$ cat src/hdl/mrf_pkg.sv
// shared constants, types and op codes of the matrix register file engine
// used by the engine top, the alu, the checker and the bench; not by the memory
`timescale 1ns / 1ps

package mrf_pkg;
	localparam int DIM      = 16;
	localparam int NUM_REGS = 32;
	localparam int IW       = $clog2(DIM);
	localparam int RW       = $clog2(NUM_REGS);
	localparam int AW       = RW + 2 * IW;
	localparam int CW       = IW + 1;
	localparam int DW       = 32;
	localparam int IN_W     = 72;
	localparam int OUT_W    = 40;

	localparam logic [3:0] OP_LOAD      = 4'd0;
	localparam logic [3:0] OP_READ      = 4'd1;
	localparam logic [3:0] OP_COLSCALE  = 4'd2;
	localparam logic [3:0] OP_ROWSUM    = 4'd3;
	localparam logic [3:0] OP_ADD       = 4'd4;
	localparam logic [3:0] OP_EMUL      = 4'd5;
	localparam logic [3:0] OP_RELU      = 4'd6;
	localparam logic [3:0] OP_TRANSPOSE = 4'd7;
	localparam logic [3:0] OP_TCOPY     = 4'd8;

	typedef logic signed [DW-1:0] word_t;

	typedef enum logic [1:0] {FN_PASS, FN_ADD, FN_MUL, FN_RELU} alu_fn_t;

	typedef struct packed {
		logic    en;
		alu_fn_t fn;
	} alu_ctrl_t;
endpackage

$ cat src/hdl/mrf_alu.sv
// shared arithmetic unit: one multiplier and one adder, registered, then
// q16.16 rescale and saturation; depends on mrf_pkg
`timescale 1ns / 1ps

module mrf_alu (
	input  logic               clk,
	input  mrf_pkg::alu_ctrl_t ctrl,
	input  mrf_pkg::word_t     x,
	input  mrf_pkg::word_t     y,
	output mrf_pkg::word_t     result
);
	import mrf_pkg::*;

	logic signed [2*DW-1:0] prod_q;
	logic signed [DW:0]     sum_q;
	word_t                  x_q;
	alu_fn_t                fn_q;
	logic signed [2*DW-1:0] shifted;

	always_ff @(posedge clk) begin
		if (ctrl.en) begin
			prod_q <= (2*DW)'(x) * (2*DW)'(y);
			sum_q  <= {x[DW-1], x} + {y[DW-1], y};
			x_q    <= x;
			fn_q   <= ctrl.fn;
		end
	end

	// arithmetic shift is the floor of the division by 2^16
	assign shifted = prod_q >>> 16;

	always_comb begin
		unique case (fn_q)
			FN_MUL: begin
				if (shifted > (2*DW)'(32'sh7fffffff))
					result = 32'sh7fffffff;
				else if (shifted < -(2*DW)'(64'sh80000000))
					result = 32'sh80000000;
				else
					result = shifted[DW-1:0];
			end
			FN_ADD: begin
				if (sum_q[DW] != sum_q[DW-1])
					result = sum_q[DW] ? 32'sh80000000 : 32'sh7fffffff;
				else
					result = sum_q[DW-1:0];
			end
			FN_RELU: result = x_q[DW-1] ? '0 : x_q;
			FN_PASS: result = x_q;
		endcase
	end
endmodule

$ cat config.mk
export PLATFORM = sky130hd
export DESIGN_NAME = mrf_alu
export DESIGN_NICKNAME = d
export VERILOG_FILES = /design/src/hdl/mrf_pkg.sv /design/src/hdl/mrf_alu.sv
export SDC_FILE = /design/constraint.sdc
export NUM_CORES = 2
export LEC_CHECK = 0
export BUFFER_PORTS_ARGS = -buffer_cell sky130_fd_sc_hd__buf_2
export CORE_MARGIN = 8
export CORE_UTILIZATION = 40
export CTS_CLUSTER_DIAMETER = 50
export DETAILED_ROUTE_END_ITERATION = 8
export HOLD_SLACK_MARGIN = 0.02
export PLACE_DENSITY_LB_ADDON = 0.25
export REMOVE_ABC_BUFFERS = 1
export SYNTH_ARGS = -nofsm -noshare
export SYNTH_HDL_FRONTEND = slang
export SYNTH_SLANG_ARGS = --single-unit
$ cat constraint.sdc
create_clock -name clk -period 13.3 [get_ports clk]
set_input_delay 1.33 -clock clk [delete_from_list [all_inputs] [get_ports clk]]
set_output_delay 1.33 -clock clk [all_outputs]
set_load 0.01 [all_outputs]
==> results_dict.tcl <==
set metrics [dict create \
    die_w_um 337.9 \
    h-tree-depth 4 \
    synth_top_family_by_area "adder cells" \
    setup_viol 0 \
    hp-start "ctrl[1]" \
    synth_edf_count 115 \
    rsz0062_at_grt "false" \
    core_area_sq_um 103200 \
    nets 5593 \
    fin_crit_sh_pct 72.93 \
    nFillCells 10100 \
    fmax_ghz 0.1031 \
    postCtsSetupBuffers 0 \
    synth_ff_type "edfxtp_1" \
    cpMostUsedCell "fa_1" \
    drc 0 \
    syn_to_final_growth_pct 5.635 \
    async_flop_share_pct 0 \
    ant_nets 0 \
    setup_tns_ps 0 \
    critPathKind "in2reg" \
    io_pins 100 \
    drive_above_1_share_pct 4.577 \
    tightest_slew_ps 1055 \
    crit_path_end "prod_q[59]" \
    grt_start_max_net_pins 67 \
    grt_pass1_vias 32260 \
    clockBufferDepth 2 \
    first_pass_iters 5 \
    cap_violations 0 \
    cp_data_arrival_time_ps 9870 \
    num_vias 28930 \
    wl_per_cell_um 21.60 \
    synth-simple-area-share_pct 14.62 \
    cts_buffers 17 \
    syn-cell-area_sq_um 41450 \
    layout_commonest_cell "fa_1" \
    gp_congestion 0.8792 \
    cts_tree "built" \
    cpMaxStageDelayCell "fa_1" \
    grt_pass1_wl_um 192700 \
    post_cts_resized 0 \
    cpPeakStageDelay_ps 830 \
    slew_headroom_pct 29.63 \
    yosysWarnings 0 \
    hold_class "in2reg" \
    cts_sinks 115 \
    fp.dieArea_sq_um 114200 \
    hold_viol 0 \
    antenna_found_initial 7 \
    crit_start "y[5]" \
    overflow 0 \
    min_period_ps 9700 \
    yosysUniqueCellTypes 70 \
    endpoint_kind "flop" \
    layout_common_cells "1,082 x fa_1, 1,013 x inv_1, 557 x nand2_1" \
    die_h_um 337.9 \
    synth-compound-area-share_pct 5.222 \
    routed_via_density 5.146 \
    clk_pin_slew_ps 60 \
    ys_ff_latch 115 \
    synth_area_per_cell_sq_um 9.672 \
    synthXorXnorAreaFrac_pct 1.817 \
    synthMuxAreaShare_pct 0.05433 \
    wl_um 121500 \
    initial_core_util_pct 40.17 \
    grt_usage_pct 22.19 \
    ys_seq_area_share_pct 8.331 \
    dp_hpwl_um 94620 \
    synthCells 4286 \
    drtIter0Drc 1874 \
    start_kind "primary input" \
    rows 118 \
    numPortBuffers 99 \
    root_buffer "clkbuf_16" \
    run_status "finished, final reports clean" \
    critical_path.max_fanout 32 \
    synth_adder_area_share_pct 58.74 \
    cp.required_ps 13470 \
    hold_buffers 0 \
    final-max-slew-violation-count 0 \
]
==> sequential cells by signal, indices dropped and copies added (netlist names) <==
signal,flops
fn_q,2
prod_q,48
x_q,32
sum_q,33
==> metal layers <==
metal / global-route usage [%] / vias up / wire [um]
met1: 29.90 / 15460 / 51070
met5: 0 / - / 0
li1: - / 12450 / -
met3: 2.868 / 166 / 7126
met4: 5.605 / 0 / 3560
met2: 37.96 / 846 / 59700
==> cell families after synthesis <==
logic type               Yosys count
buffers and inverters           1238
AO/OA/AOI/OAI                    339
XOR/XNOR                          86
flip-flops                       115
adder cells (fa/ha/maj)         1297
multiplexers                       2
AND/OR/NAND/NOR                 1209
==> worst min path at each step <==
stage / cells after the start / slack, ps / to
global placement: 1 / 1510 / fn_q[1]
floorplan: 0 / 1430 / fn_q[0]
finish: 1 / 1090 / fn_q[1]
global route: 1 / 1080 / fn_q[1]
CTS: 1 / 1080 / fn_q[1]
detailed placement: 1 / 1510 / fn_q[1]
==> critical path, delay by kind of cell <==
kind | cells | cell delay, ps
buffers and inverters | 8 | 1750
adder cells (fa/ha/maj) | 9 | 4580
XOR/XNOR | 1 | 90
AO/OA/AOI/OAI | 9 | 1820
AND/OR/NAND/NOR | 1 | 270
==> metrics by stage <==
stage | worst slack, ps | utilization, % | hold slack [ps] | area (sq um) | cells
after global placement | 3276 | 41.88 | 1511 | 43220 | 5589
after global routing | 3164 | 42.42 | 1082 | 43780 | 5619
after floorplan | 4502 | - | 1429 | 40620 | 4063
after detailed placement | 3205 | 41.88 | 1511 | 43220 | 5589
final | 3600 | 42.43 | 1087 | 43790 | 5622
after CTS | 3631 | 42.42 | 1077 | 43780 | 5619
==> Yosys cell counts, types with 3 or more instances <==
| master | count | area, sq um |
|---|---|---|
| o21ai_1 | 25 | 125.1 |
| a31oi_1 | 39 | 244.0 |
| clkbuf_1 | 221 | 829.6 |
| nand2_1 | 557 | 2091 |
| nor2b_1 | 33 | 206.5 |
| and4_1 | 5 | 43.79 |
| nand2b_1 | 11 | 68.82 |
| and3_1 | 8 | 50.05 |
| a41o_1 | 3 | 30.03 |
| a41oi_1 | 6 | 52.55 |
| a21oi_1 | 100 | 500.5 |
| o22ai_1 | 4 | 25.02 |
| nor2_1 | 42 | 157.7 |
| nor4_1 | 6 | 37.54 |
| o21ai_0 | 51 | 255.2 |
| xnor2_1 | 59 | 516.8 |
| edfxtp_1 | 115 | 3453 |
| nand4_1 | 12 | 75.07 |
| or3_1 | 8 | 50.05 |
| fa_1 | 1082 | 21660 |
| xor2_1 | 27 | 236.5 |
| o21a_1 | 7 | 52.55 |
| a21o_1 | 49 | 367.9 |
| a311oi_1 | 3 | 26.28 |
| o21bai_1 | 7 | 52.55 |
| and2_1 | 490 | 3065 |
| nand3_1 | 15 | 75.07 |
| o31a_1 | 5 | 43.79 |
| ha_1 | 215 | 2690 |
| inv_1 | 1013 | 3802 |
| nor3_1 | 11 | 55.05 |
| a211oi_1 | 9 | 67.56 |
==> layout make-up <==
type                    count  area [sq um]  share of cell area (%)
multi-input cells        2933         33380                   76.22
clock buffers              17         425.4                  0.9715
well taps                1380          1727                   3.943
inverters                1015          3810                   8.700
clock inverters            13         138.9                  0.3172
repair buffers            146         850.8                   1.943
flip-flops and latches    115          3453                   7.886
diodes                      3         7.507                 0.01714
Power is left out: the tool's default activity adds up to more than one toggle a clock period on the data nets, which glitch-free logic cannot reach.
